### config.mk
export PLATFORM = sky130hd
export DESIGN_NAME = bayer_roi_channel_average_top
export DESIGN_NICKNAME = d
export VERILOG_FILES = /design/src/sv/bra_pkg.sv /design/src/sv/bra_div.sv /design/src/sv/bayer_roi_channel_average_top.sv
export SDC_FILE = /design/constraint.sdc
export NUM_CORES = 1
export LEC_CHECK = 0
export BUFFER_PORTS_ARGS = -buffer_cell sky130_fd_sc_hd__buf_2
export CAP_MARGIN = 20
export CELL_PAD_IN_SITES_DETAIL_PLACEMENT = 2
export CELL_PAD_IN_SITES_GLOBAL_PLACEMENT = 2
export CORE_AREA = 10 10 263 265
export CTS_BUF_LIST = sky130_fd_sc_hd__clkbuf_8
export CTS_CLUSTER_DIAMETER = 50
export CTS_CLUSTER_SIZE = 16
export DETAILED_ROUTE_END_ITERATION = 12
export DIE_AREA = 0 0 273 275
export PLACE_DENSITY_LB_ADDON = 0.2
export SYNTH_ARGS = -nofsm -noshare
export SYNTH_HDL_FRONTEND = slang
export SYNTH_HIERARCHICAL = 1
export SYNTH_SLANG_ARGS = --single-unit
### constraint.sdc
create_clock -name clk -period 4.5 [get_ports clk]
set_input_delay 0.9 -clock clk [delete_from_list [all_inputs] [get_ports clk]]
set_output_delay 0.9 -clock clk [all_outputs]
set_load 0.05 [all_outputs]
### src/sv/bra_pkg.sv
// ----------------------------------------------------------------------------
// bra_pkg
// Types and constants shared by the Bayer ROI channel average block.
// ----------------------------------------------------------------------------
`default_nettype none

package bra_pkg;

  // Accumulator and output widths.
  localparam int SUM_W       = 32;
  localparam int CNT_W       = 23;
  localparam int STEP_W      = $clog2(SUM_W);
  localparam int OUT_W       = 10;
  localparam int OUT_MAX     = 1023;
  localparam int OUT_TDATA_W = 4 * OUT_W;

  // Configuration register widths.
  localparam int CFG_W       = 13;
  localparam int CFG_ADDR_W  = 3;
  localparam int FRAME_W_W   = 13;
  localparam int ROI_W       = 12;
  localparam int ORDER_W     = 2;
  localparam int BLACK_W     = 10;

  // Configuration reset values.
  localparam logic [FRAME_W_W-1:0] RST_FRAME_WIDTH = 13'd4096;
  localparam logic [ROI_W-1:0]     RST_ROI_LEFT    = 12'd0;
  localparam logic [ROI_W-1:0]     RST_ROI_TOP     = 12'd0;
  localparam logic [ROI_W-1:0]     RST_ROI_RIGHT   = 12'd4095;
  localparam logic [ROI_W-1:0]     RST_ROI_BOTTOM  = 12'd4095;
  localparam logic [ORDER_W-1:0]   RST_BAYER_ORDER = 2'd1;
  localparam logic [BLACK_W-1:0]   RST_BLACK_LEVEL = 10'd64;

  // Register indexes of the configuration port.
  typedef enum logic [CFG_ADDR_W-1:0] {
    CFG_FRAME_WIDTH = 3'd0,
    CFG_ROI_LEFT    = 3'd1,
    CFG_ROI_TOP     = 3'd2,
    CFG_ROI_RIGHT   = 3'd3,
    CFG_ROI_BOTTOM  = 3'd4,
    CFG_BAYER_ORDER = 3'd5,
    CFG_BLACK_LEVEL = 3'd6
  } cfg_idx_t;

  // Phase feeding each channel, per color order. Two bits per channel,
  // R in the lowest bits, then Gr, Gb and B.
  localparam logic [7:0] PHASE_MAP [4] = '{
    8'b00011011,
    8'b11100100,
    8'b01001110,
    8'b10110001
  };

  // Frame sequencer states.
  typedef enum logic [1:0] {
    ST_ACC,
    ST_START,
    ST_WAIT,
    ST_OUT
  } bra_state_t;

  // Divider status seen by the sequencer.
  typedef struct packed {
    logic busy;
    logic done;
  } div_stat_t;

endpackage

`default_nettype wire

### src/sv/bra_div.sv
// ----------------------------------------------------------------------------
// bra_div
// Restoring radix-2 divider, one quotient bit per cycle, shared by all phases.
// ----------------------------------------------------------------------------
`default_nettype none

module bra_div (
  input  logic                        clk,
  input  logic                        rst_n,
  input  logic                        start,
  input  logic [bra_pkg::SUM_W-1:0]   dividend,
  input  logic [bra_pkg::CNT_W-1:0]   divisor,
  output logic [bra_pkg::SUM_W-1:0]   quotient,
  output bra_pkg::div_stat_t          stat
);
  import bra_pkg::*;

  logic              busy_r, busy_nxt;
  logic              done_r, done_nxt;
  logic [STEP_W-1:0] step_r, step_nxt;
  logic [CNT_W-1:0]  rem_r, rem_nxt;
  logic [SUM_W-1:0]  quo_r, quo_nxt;
  logic [CNT_W-1:0]  dvs_r, dvs_nxt;

  logic [CNT_W:0]    trial;
  logic [CNT_W:0]    diff;
  logic              fits;

  // One trial subtraction of the shifted partial remainder.
  assign trial = {rem_r, quo_r[SUM_W-1]};
  assign diff  = trial - {1'b0, dvs_r};
  assign fits  = trial >= {1'b0, dvs_r};

  // Iteration control and datapath next values.
  always_comb begin
    busy_nxt = busy_r;
    done_nxt = 1'b0;
    step_nxt = step_r;
    rem_nxt  = rem_r;
    quo_nxt  = quo_r;
    dvs_nxt  = dvs_r;
    if (start) begin
      busy_nxt = 1'b1;
      step_nxt = STEP_W'(SUM_W - 1);
      rem_nxt  = '0;
      quo_nxt  = dividend;
      dvs_nxt  = divisor;
    end else if (busy_r) begin
      rem_nxt = fits ? diff[CNT_W-1:0] : trial[CNT_W-1:0];
      quo_nxt = {quo_r[SUM_W-2:0], fits};
      if (step_r == '0) begin
        busy_nxt = 1'b0;
        done_nxt = 1'b1;
      end else begin
        step_nxt = step_r - 1'b1;
      end
    end
  end

  // Control registers.
  always_ff @(posedge clk) begin
    if (!rst_n) begin
      busy_r <= 1'b0;
      done_r <= 1'b0;
    end else begin
      busy_r <= busy_nxt;
      done_r <= done_nxt;
    end
  end

  // Datapath registers.
  always_ff @(posedge clk) begin
    step_r <= step_nxt;
    rem_r  <= rem_nxt;
    quo_r  <= quo_nxt;
    dvs_r  <= dvs_nxt;
  end

  assign quotient  = quo_r;
  assign stat.busy = busy_r;
  assign stat.done = done_r;

endmodule

`default_nettype wire

### src/sv/bayer_roi_channel_average_top.sv
// Bayer ROI channel averages.
// Input stream: one raw pixel per beat in raster order (in_tdata, pixel in the
// low PIXEL_BITS bits); in_tlast marks the last pixel of a frame. Column and
// row are counted inside; pixels in the inclusive region are summed per 2x2
// phase relative to the region's top-left corner.
// While in_tready is high, ordinary pixels stream at one per clock.
// The frame's last pixel starts the frame result: the four phase sums pass
// one after another through a shared restoring divider of 32 steps, and the
// result is then loaded into the output register. in_tready is low from the
// taking of the last pixel until that load.
// Output stream: one beat per frame with the R, Gr, Gb and B averages, black
// level removed and clamped. The result sits in an output register; the next
// frame's pixels are taken while it waits, and a later frame result waits in
// the sequencer until the receiver has taken the earlier one.
// Reset (rst_n low, synchronous) clears counters, sums and the output beat and
// loads the default configuration. Configuration writes take effect at once.
// ----------------------------------------------------------------------------
// bayer_roi_channel_average_top
// Region statistics over a raw Bayer stream with per-channel averaging.
// ----------------------------------------------------------------------------
`default_nettype none

module bayer_roi_channel_average_top #(
  parameter int MAX_WIDTH  = 4096,
  parameter int MAX_HEIGHT = 4096,
  parameter int PIXEL_BITS = 10,
  localparam int IN_TDATA_W = ((PIXEL_BITS + 7) / 8) * 8
) (
  input  logic                             clk,
  input  logic                             rst_n,
  // Input stream
  input  logic                             in_tvalid,
  output logic                             in_tready,
  input  logic [IN_TDATA_W-1:0]            in_tdata,   // [PIXEL_BITS-1:0] pixel
  input  logic                             in_tlast,   // frame_end
  // Result stream
  output logic                             out_tvalid,
  input  logic                             out_tready,
  // [9:0] red_avg, [19:10] green_red_avg, [29:20] green_blue_avg, [39:30] blue_avg
  output logic [bra_pkg::OUT_TDATA_W-1:0]  out_tdata,
  // Configuration write port
  input  logic                             cfg_wr_en,
  input  logic [bra_pkg::CFG_ADDR_W-1:0]   cfg_addr,
  input  logic [bra_pkg::CFG_W-1:0]        cfg_wdata
);
  import bra_pkg::*;

  localparam int CW  = $clog2(MAX_WIDTH);
  localparam int RW  = $clog2(MAX_HEIGHT);
  localparam int CCW = (CW > ROI_W) ? CW : ROI_W;
  localparam int RCW = (RW > ROI_W) ? RW : ROI_W;
  localparam int CIW = ((CW > FRAME_W_W) ? CW : FRAME_W_W) + 1;
  localparam int VW  = (PIXEL_BITS > OUT_W) ? PIXEL_BITS : OUT_W;
  localparam logic [SUM_W-1:0] PIX_MAX = SUM_W'((1 << PIXEL_BITS) - 1);

  // Configuration registers.
  logic [FRAME_W_W-1:0] frame_width_r;
  logic [ROI_W-1:0]     roi_left_r, roi_top_r, roi_right_r, roi_bottom_r;
  logic [ORDER_W-1:0]   bayer_order_r;
  logic [BLACK_W-1:0]   black_level_r;

  // Sequencer and accumulators.
  bra_state_t        state_r, state_nxt;
  logic [1:0]        ph_idx_r, ph_idx_nxt;
  logic [CW-1:0]     col_r, col_nxt;
  logic [RW-1:0]     row_r, row_nxt;
  logic [SUM_W-1:0]  sums_r [4];
  logic [SUM_W-1:0]  sums_nxt [4];
  logic [CNT_W-1:0]  cnts_r [4];
  logic [CNT_W-1:0]  cnts_nxt [4];
  logic [OUT_W-1:0]  chan_r [4];
  logic [OUT_W-1:0]  chan_nxt [4];
  logic              out_tvalid_r, out_tvalid_nxt;
  logic [OUT_TDATA_W-1:0] out_data_r, out_data_nxt;

  // Sequencer outputs.
  logic              in_beat;
  logic              div_start;
  logic              capture;
  logic              load_out;

  // Pixel position.
  logic [PIXEL_BITS-1:0] pixel;
  logic              in_roi;
  logic [1:0]        ph_sel;
  logic [CIW-1:0]    col_inc;
  logic              col_wrap;
  logic [RW:0]       row_inc;

  // Divider and channel value.
  logic [SUM_W-1:0]  quotient;
  div_stat_t         div_stat;
  logic [CNT_W-1:0]  cur_cnt;
  logic [VW-1:0]     avg_v;
  logic [VW-1:0]     blk_v;
  logic [VW-1:0]     diff_v;
  logic [OUT_W-1:0]  ph_value;

  assign pixel   = in_tdata[PIXEL_BITS-1:0];
  assign in_beat = in_tvalid && in_tready;

  // Configuration writes.
  always_ff @(posedge clk) begin
    if (!rst_n) begin
      frame_width_r <= RST_FRAME_WIDTH;
      roi_left_r    <= RST_ROI_LEFT;
      roi_top_r     <= RST_ROI_TOP;
      roi_right_r   <= RST_ROI_RIGHT;
      roi_bottom_r  <= RST_ROI_BOTTOM;
      bayer_order_r <= RST_BAYER_ORDER;
      black_level_r <= RST_BLACK_LEVEL;
    end else if (cfg_wr_en) begin
      case (cfg_addr)
        CFG_FRAME_WIDTH: frame_width_r <= cfg_wdata[FRAME_W_W-1:0];
        CFG_ROI_LEFT:    roi_left_r    <= cfg_wdata[ROI_W-1:0];
        CFG_ROI_TOP:     roi_top_r     <= cfg_wdata[ROI_W-1:0];
        CFG_ROI_RIGHT:   roi_right_r   <= cfg_wdata[ROI_W-1:0];
        CFG_ROI_BOTTOM:  roi_bottom_r  <= cfg_wdata[ROI_W-1:0];
        CFG_BAYER_ORDER: bayer_order_r <= cfg_wdata[ORDER_W-1:0];
        CFG_BLACK_LEVEL: black_level_r <= cfg_wdata[BLACK_W-1:0];
        default: ;
      endcase
    end
  end

  // Next state of the frame sequencer.
  always_comb begin
    state_nxt = state_r;
    case (state_r)
      ST_ACC:   if (in_beat && in_tlast) state_nxt = ST_START;
      ST_START: state_nxt = ST_WAIT;
      ST_WAIT: begin
        if (div_stat.done) state_nxt = (ph_idx_r == 2'd3) ? ST_OUT : ST_START;
      end
      ST_OUT:   if (!out_tvalid_r || out_tready) state_nxt = ST_ACC;
      default:  state_nxt = ST_ACC;
    endcase
  end

  // Sequencer outputs.
  always_comb begin
    in_tready = 1'b0;
    div_start = 1'b0;
    capture   = 1'b0;
    load_out  = 1'b0;
    case (state_r)
      ST_ACC:   in_tready = 1'b1;
      ST_START: div_start = 1'b1;
      ST_WAIT:  capture   = div_stat.done;
      ST_OUT:   load_out  = !out_tvalid_r || out_tready;
      default: ;
    endcase
  end

  // Phase selection: the region's top-left pixel is phase zero.
  always_comb begin
    in_roi = (CCW'(col_r) >= CCW'(roi_left_r)) && (CCW'(col_r) <= CCW'(roi_right_r)) &&
             (RCW'(row_r) >= RCW'(roi_top_r)) && (RCW'(row_r) <= RCW'(roi_bottom_r));
    ph_sel = {row_r[0] ^ roi_top_r[0], col_r[0] ^ roi_left_r[0]};
  end

  // Column and row counters; a frame's last pixel restarts them.
  always_comb begin
    col_inc  = CIW'(col_r) + CIW'(1);
    col_wrap = (col_inc >= CIW'(frame_width_r)) || (col_inc >= CIW'(MAX_WIDTH));
    row_inc  = (RW + 1)'(row_r) + (RW + 1)'(1);
    col_nxt  = col_r;
    row_nxt  = row_r;
    if (in_beat) begin
      if (in_tlast) begin
        col_nxt = '0;
        row_nxt = '0;
      end else if (col_wrap) begin
        col_nxt = '0;
        row_nxt = (row_inc >= (RW + 1)'(MAX_HEIGHT)) ? '0 : row_inc[RW-1:0];
      end else begin
        col_nxt = col_inc[CW-1:0];
      end
    end
  end

  // Phase accumulator lanes, cleared once the frame result is handed over.
  always_comb begin
    for (int i = 0; i < 4; i++) begin
      sums_nxt[i] = sums_r[i];
      cnts_nxt[i] = cnts_r[i];
      if (load_out) begin
        sums_nxt[i] = '0;
        cnts_nxt[i] = '0;
      end else if (in_beat && in_roi && (ph_sel == 2'(i))) begin
        sums_nxt[i] = sums_r[i] + SUM_W'(pixel);
        cnts_nxt[i] = cnts_r[i] + CNT_W'(1);
      end
    end
  end

  // Phase index walks the four phases through the divider.
  always_comb begin
    ph_idx_nxt = ph_idx_r;
    if (in_beat && in_tlast) ph_idx_nxt = 2'd0;
    else if (capture)        ph_idx_nxt = ph_idx_r + 2'd1;
  end

  assign cur_cnt = cnts_r[ph_idx_r];

  bra_div u_div (
    .clk      (clk),
    .rst_n    (rst_n),
    .start    (div_start),
    .dividend (sums_r[ph_idx_r]),
    .divisor  (cur_cnt),
    .quotient (quotient),
    .stat     (div_stat)
  );

  // Average clamped to the pixel range, black level removed, clamped to output.
  always_comb begin
    avg_v  = (quotient > PIX_MAX) ? PIX_MAX[VW-1:0] : quotient[VW-1:0];
    blk_v  = VW'(black_level_r);
    diff_v = avg_v - blk_v;
    if (cur_cnt == '0 || avg_v <= blk_v) begin
      ph_value = '0;
    end else if (diff_v > VW'(OUT_MAX)) begin
      ph_value = OUT_W'(OUT_MAX);
    end else begin
      ph_value = diff_v[OUT_W-1:0];
    end
  end

  // Each channel slot takes the phase that the color order assigns to it.
  always_comb begin
    for (int k = 0; k < 4; k++) begin
      chan_nxt[k] = chan_r[k];
      if (capture && (PHASE_MAP[bayer_order_r][2*k +: 2] == ph_idx_r)) begin
        chan_nxt[k] = ph_value;
      end
    end
  end

  // Output register.
  always_comb begin
    out_tvalid_nxt = out_tvalid_r;
    out_data_nxt   = out_data_r;
    if (out_tvalid_r && out_tready) out_tvalid_nxt = 1'b0;
    if (load_out) begin
      out_tvalid_nxt = 1'b1;
      out_data_nxt   = {chan_r[3], chan_r[2], chan_r[1], chan_r[0]};
    end
  end

  // Control and accumulator registers.
  always_ff @(posedge clk) begin
    if (!rst_n) begin
      state_r      <= ST_ACC;
      ph_idx_r     <= 2'd0;
      col_r        <= '0;
      row_r        <= '0;
      out_tvalid_r <= 1'b0;
      for (int i = 0; i < 4; i++) begin
        sums_r[i] <= '0;
        cnts_r[i] <= '0;
      end
    end else begin
      state_r      <= state_nxt;
      ph_idx_r     <= ph_idx_nxt;
      col_r        <= col_nxt;
      row_r        <= row_nxt;
      out_tvalid_r <= out_tvalid_nxt;
      for (int i = 0; i < 4; i++) begin
        sums_r[i] <= sums_nxt[i];
        cnts_r[i] <= cnts_nxt[i];
      end
    end
  end

  // Payload registers.
  always_ff @(posedge clk) begin
    out_data_r <= out_data_nxt;
    for (int k = 0; k < 4; k++) begin
      chan_r[k] <= chan_nxt[k];
    end
  end

  assign out_tvalid = out_tvalid_r;
  assign out_tdata  = out_data_r;

endmodule

`default_nettype wire

# --- After elaboration in Yosys (flattened, before gate mapping) ---
# Memory sizes are Yosys's and may differ from the RTL's. A register that Yosys moved wholly into a read port is not among the register bits.
# Cells that the tools add are included.
word_totals:
  regBits: 227
  output_inout_bits: 42
  elab_cells: 184
  in_bits: 38
  mem_count: 3
  ram_bits: 260
memory_table:
  columns: ["name", "words", "word_bits", "rd", "rd_clocked_by_memory_dff", "write_ports", "line_no", "rtl"]
  rows:
  - ["sums_r", 4, 32, 5, 1, 4, "bayer_roi_channel_average_top.sv:67", "logic [SUM_W-1:0] sums_r [4];"]
  - ["cnts_r", 4, 23, 5, 1, 4, "bayer_roi_channel_average_top.sv:69", "logic [CNT_W-1:0] cnts_r [4];"]
  - ["chan_r", 4, 10, 4, 0, 4, "bayer_roi_channel_average_top.sv:71", "logic [OUT_W-1:0] chan_r [4];"]
op_classes:
  n_eq_ne: 20
  muxes: 63
  n_reduce_logical: 39
  n_addsub: 14
  order_cmp: 12
  bitwise_logic: 14
op_table:
  columns: ["operator", "count"]
  rows:
  - ["$mux 32", 14]
  - ["$mux 23", 13]
  - ["$add 32x10->32", 4]
  - ["$add 23x1->23 const B", 4]
  - ["$mux 10", 7]
  - ["$mux 12", 5]
  - ["$gt 32x10->1 const B", 1]
  - ["$add 12x1->13 const B", 2]
  - ["$ge 13x13->1 const B", 2]
  - ["$ge 12x12->1", 2]
  - ["$ge 24x23->1", 1]
  - ["$le 12x12->1", 2]
  - ["$logic_not 23->1", 1]
  - ["$sub 23x23->23", 1]
  - ["$reduce_and 2->1", 9]
  - ["$bmux 8 s2", 1]
  - ["$mux 2", 8]
  - ["$mux 8", 2]
  - ["$logic_and 1x1->1", 15]
  - ["$ge 13x13->1", 1]
  - ["$mux 1", 12]
  - ["$eq 2x2->1 const B", 5]
  - ["$gt 10x10->1 const B", 1]
  - ["$le 10x10->1", 1]
  - ["25 further kinds", 48]

# --- Depth between registers and ports, before layout ---
# Gate-level depths: netlist of the first run.
logic_depth:
  depth_word: 9
  depth_mapped: 16
  ltp_nobuf: 14

# --- Cells and area by module ---
# The synthesis of the first run kept the hierarchy.
by_module_without_submodules:
  columns: ["mod", "seq_area_each_um2", "area_per_inst_um2", "instances", "cells_per_inst"]
  rows:
  - ["bayer_roi_channel_average_top", 8888.5, 22044.9, 1, 2446]
  - ["bra_div", 2252.2, 4576.9, 1, 416]

# --- Worst setup path after synthesis of the first run ---
# OpenSTA, ideal clock, no wires.
synth_path:
  path_kind: "flip-flop to flip-flop"
  start: "reg u_div.quo_r[26], in the netlist u_div/quotient[26]"
  end: "mem chan_r[0][2] (data pin)"
  path_buffers: 0
  required_ns: 4.224
  path_slack_ns: 0.505
  stages_incl_launch_ff: 14
  period_less_slack_ns: 3.995
  arrival_ns: 3.719
  setup_time_ns: 0.276
  cell_sequence: "edfxtp_1 > or4_1 > nor4_1 > nor2b_1 > ha_1 > inv_1 > fa_1 > a21o_1 > a221oi_1 > o21bai_1 > a21oi_1 > o21ai_0 > nand3_1 > nor2_1"
synth_rtl:
  columns: ["item", "line_no", "rtl"]
  rows:
  - ["from (decl)", "bra_div.sv:22", "logic [SUM_W-1:0] quo_r, quo_nxt;"]
  - ["from (signal assigned)", "bra_div.sv:75", "quo_r <= quo_nxt;"]
  - ["to (decl)", "bayer_roi_channel_average_top.sv:71", null]

==> qor.yml, run 1 <==
postCtsHoldBufs: 0
start_util: 0.417
worst_slew_pin_slew_ps: 1020
final_util: 0.462
drt-initial-drc-count: 1321
fin_crit_sh: 0.932
crit_path_start: "u_div/quotient[26]"
core_area_sq_mm: 0.0639
n_fill_cell: 6795
setup_viol: 0
final_common_cell: "nand2_1"
num_vias: 23100
insertion_delay_ps: 670
whs_ps: 412
relSlewSlack: 0.322
avgSynthCellArea_sq_um: 9.30
dp_slack_ps: 53.6
clkSinkCount: 489
fin_nets: 3093
place_area_sq_mm: 0.0279
drc: 0
die-width_microns: 273
clk_pin_slew_ps: 90
die_h_microns: 275
tritoncts: "done"
timing.final.max_slew_violations: 0
cp-start-kind: "flip-flop"
area_delta_synth_final_pct: 11.0
routed_wl_mm: 93.7
ff2ff_path_depth: 14
grt_use_total: 0.247
ir_drop_mv: 0.268
antenna_found_initial: 1
drv_cap: 0
hold_class: "flip-flop to flip-flop"
grt_pass1_vias: 25600
gp_congestion: 0.839
grt_pass1_wl_mm: 147
dr.pass1.iters: 5
cts_setup_buffers: 0
synthCells: 2861
post-route-min-period_ps: 4190
fmax_mhz: 238
hold_viol_final: 0
reg2reg_slack_ps: 310
row_count: 93
skew_ps: 44.0
critical_path_required_ps: 4850
port_buffers: 73
stdcell_area_sq_mm: 0.0295
power_density_mw_per_mm2: 387
syn-num-nets: 3047
viasPerCell: 6.04
hpwl_mm: 66.8
numCtsBuffers: 70
power.leakage_nw: 10.8
grt_max_degree: 95
ctsRootBufferMaster: "clkbuf_8"
syn_area_sq_mm: 0.0266
clk_path_buf_depth: 3
layout_common_cells: "nand2_1, dfxtp_1, a21oi_1, inv_1, ha_1"
grt_remaining_overflow: 0
die_area_sq_mm: 0.0751
setup_slack_ps: 306
endpoint: "chan_r[0][4]"
crit_arrival_ps: 4540
wl_per_cell_microns: 24.6
io-pin-count: 80
status: "complete, no violations"
path_max_fanout: 10
layout-drive-gt1-share: 0.131
critPathKind: "flip-flop to flip-flop"
worstReg2RegEnd: "chan_r[0][4]"
rsz0062_at_grt: "false"
yosys_warnings: 6
end_kind: "flip-flop"
tns_ps: 0
timing.rr.start: "u_div/quotient[26]"
ant_nets: 0
cts_max_level: 3
stage by stage:
stage | cells | total power [W]
finish | 3816 | 0.0114
global route | 3816 | 0.0120
CTS | 3809 | 0.0115
detailed placement | 3684 | 0.00748
global placement | 3683 | 0.00727
floorplan | 2861 | 0.00673
how the worst min path moves through the flow:
stage	from	end	slack, ps	depth (start not counted)
detailed placement	chan_r[3][4]	out_tdata[34]	410	0
floorplan	chan_r[0][0]	out_tdata[0]	400	0
global placement	chan_r[2][8]	out_tdata[28]	400	0
finish	chan_r[3][4]	out_tdata[34]	410	0
CTS	chan_r[3][4]	out_tdata[34]	420	0
global route	chan_r[0][5]	out_tdata[5]	420	0
worst max-delay path, cell delays in order (launching register included):
cell and delay (ps):
edfxtp_1 380, or4_1 590, nor4_2 300, buf_4 240
nor2b_1 170, ha_1 170, inv_1 60, fa_1 400
a21o_1 220, a221oi_1 410, o21bai_1 110, a21oi_1 240
o21ai_0 160, nand3_2 240, nor2_1 200
routing by layer:
metal | up-vias | GRT usage | wire [microns]
met5 | - | 0 | 0
met4 | 0 | 0.0872 | 2610
met2 | 461 | 0.441 | 47200
li1 | 10700 | - | -
met1 | 11800 | 0.299 | 40100
met3 | 157 | 0.0365 | 3870
cell type report:
| cell class | instances | area [sq um] | share of cell area |
|---|---|---|---|
| multi-input combinational | 2070 | 14400 | 0.487 |
| tap | 855 | 1070 | 0.0362 |
| sequential | 489 | 11200 | 0.377 |
| inverter | 150 | 566 | 0.0191 |
| clock buffer | 78 | 1070 | 0.0363 |
| antenna | 1 | 2.50 | 0.0000847 |
| clock inverter | 47 | 454 | 0.0154 |
| timing repair buffer | 126 | 825 | 0.0279 |
power breakdown:
| part | leakage (nW) | internal (W) | switching (W) |
|---|---|---|---|
| sequential | 4.14 | 0.00470 | 0.000148 |
| combinational | 5.91 | 0.000969 | 0.00161 |
| clock | 0.785 | 0.00196 | 0.00204 |
| total | 10.8 | 0.00763 | 0.00379 |
repair_timing:
action / in CTS / in global routing
resized for setup: 2 / 6
endpoints found under the hold margin: 0 / 0
endpoints found under the setup margin: 4 / 64
sequential cells by signal, indices dropped and copies added (netlist names), 13 cells and up, named ones only:
name,count
sums_r,128
cnts_r,92
chan_r,40
out_tdata,40
u_div/quotient,32
u_div/dvs_r,23
u_div/rem_r,23
frame_width_r,13
Note: power is estimated with default switching activity, not from simulation.
==> run 2, diff against run 1 <==
--- a/config.mk
+++ b/config.mk
@@ -9,12 +9,12 @@
 export CAP_MARGIN = 20
 export CELL_PAD_IN_SITES_DETAIL_PLACEMENT = 2
 export CELL_PAD_IN_SITES_GLOBAL_PLACEMENT = 2
-export CORE_AREA = 10 10 263 265
+export CORE_AREA = 10 10 338 340
 export CTS_BUF_LIST = sky130_fd_sc_hd__clkbuf_8
 export CTS_CLUSTER_DIAMETER = 50
 export CTS_CLUSTER_SIZE = 16
 export DETAILED_ROUTE_END_ITERATION = 12
-export DIE_AREA = 0 0 273 275
+export DIE_AREA = 0 0 348 350
 export PLACE_DENSITY_LB_ADDON = 0.2
 export SYNTH_ARGS = -nofsm -noshare
 export SYNTH_HDL_FRONTEND = slang
==> qor.yml, run 2 (same netlist as run 1, synthesis figures left out) <==
status: "complete, no violations"
post-route-min-period_ps: 4050
num_vias: 22900
top_regs: "sums_r: 128 flops, cnts_r: 92 flops"
ctsResizeCount: 0
ir_drop_mv: 0.272
fin_crit_sh: 0.900
fin_nets: 3135
end_kind: "flip-flop"
fmax_mhz: 247
grt_pass1_wl_mm: 154
whs_path_depth: 3
core_area_sq_mm: 0.108
area_delta_synth_final_pct: 17.2
cts_max_level: 3
grt_remaining_overflow: 0
ff2ff_path_depth: 16
critPathKind: "flip-flop to flip-flop"
drt-initial-drc-count: 1022
top_register: "sums_r"
worst_slew_pin_slew_ps: 1050
ant_nets: 0
power_w: 0.0129
hold_class: "input port to flip-flop"
dr.pass1.iters: 5
cts_setup_buffers: 0
crit_arrival_ps: 4490
routed_wl_mm: 98.7
timing.rr.start: "u_div/quotient[14]"
antenna_found_initial: 1
insertion_delay_ps: 750
setup_viol: 0
final_common_cell: "nand2_1"
cp-start-kind: "flip-flop"
start_util: 0.247
critical_path_required_ps: 4950
min_to: "frame_width_r[12]"
hold_viol_final: 0
drc: 0
timing.final.max_slew_violations: 0
die_area_sq_mm: 0.122
path_max_fanout: 10
power_density_mw_per_mm2: 415
numCtsBuffers: 95
numPlacedInstances: 4264
die-width_microns: 348
hpwl_mm: 70.7
grt_max_degree: 61
gp_congestion: 0.789
die_h_microns: 350
stdcell_area_sq_mm: 0.0312
layout-drive-gt1-share: 0.148
largest_reg_flops: 128
stdcell_count: 4443
viasPerCell: 5.16
grt_pass1_vias: 25500
ctsRootBufferMaster: "clkbuf_8"
wl_per_cell_microns: 22.2
clk_pin_slew_ps: 80
row_count: 121
postCtsHoldBufs: 0
rsz0062_at_grt: "false"
relSlewSlack: 0.301
tritoncts: "done"
io-pin-count: 80
place_area_sq_mm: 0.0288
min_from: "cfg_wdata[12]"
drv_cap: 0
port_buffers: 73
reg2reg_slack_ps: 450
clk_path_buf_depth: 3
clkSinkCount: 489
worstReg2RegEnd: "chan_r[2][6]"
power.leakage_nw: 11.4
skew_ps: 39.2
whs_ps: 403
tns_ps: 0
grt_use_total: 0.160
layout_common_cells: "nand2_1, dfxtp_1, a21oi_1, inv_1, ha_1"
[run 2: cell count changes in the layout (fill, tap and decap cells not counted), moves of 3 or more]
cell,previous run,this run
clkbuf_8,78,107
buf_4,46,62
bufinv_16,5,16
inv_1,156,164
inv_8,2,7
clkinv_1,3,0
clkinv_4,7,4
clkinv_8,2,5
[run 2: layout make-up]
| class | count | area [sq um] |
|---|---|---|
| diodes | 1 | 2.50 |
| clock buffers | 107 | 1470 |
| multi-input cells | 2070 | 14400 |
| flip-flops and latches | 489 | 11100 |
| well taps | 1414 | 1770 |
| inverters | 150 | 566 |
| repair buffers | 143 | 973 |
| fillers | 12000 | 76600 |
| clock inverters | 69 | 887 |
[run 2: worst max path at each step]
stage,startpoint,endpoint,slack [ps],cells past startpoint
6_report,u_div/quotient[14],chan_r[2][6],450,16
3_3_place_gp,in_tdata[0],sums_r[2][30],260,13
2_1_floorplan,u_div/quotient[26],chan_r[0][2],510,13
3_5_place_dp,in_tdata[1],sums_r[2][30],260,12
5_1_grt,col_r[1],col_r[3],70,14
4_1_cts,col_r[2],row_r[0],340,15
[run 2: worst max-delay path: stages (launching register included)]
cell      delay (ps)
edfxtp_1         380
nor4_1           500
nand4_1          200
nor4_2           180
buf_4            250
nor2b_1          200
ha_1             170
inv_1             60
fa_1             380
a21o_1           210
a221oi_1         350
o21bai_1         120
a21oi_1          220
o21ai_0          120
nand3_1          170
buf_12           160
nor2_1           100
[run 2: report_power, final]
part	switching, W	total [W]	internal, W
sequential	0.000139	0.00484	0.00470
combinational	0.00153	0.00251	0.000980
clock	0.00239	0.00559	0.00320
[run 2: through the flow]
stage	setup WS, ps	utilization
global placement	256	0.267
global route	69.7	0.289
detailed placement	260	0.267
floorplan	505	-
finish	452	0.289
CTS	345	0.289
[run 2: routing by layer]
layer	global-route usage	part of all wire	vias to the layer above
met5	0	0	-
met4	0.0481	0.023	0
met3	0.0237	0.032	141
met2	0.291	0.51	320
met1	0.193	0.44	11700
li1	-	-	10800
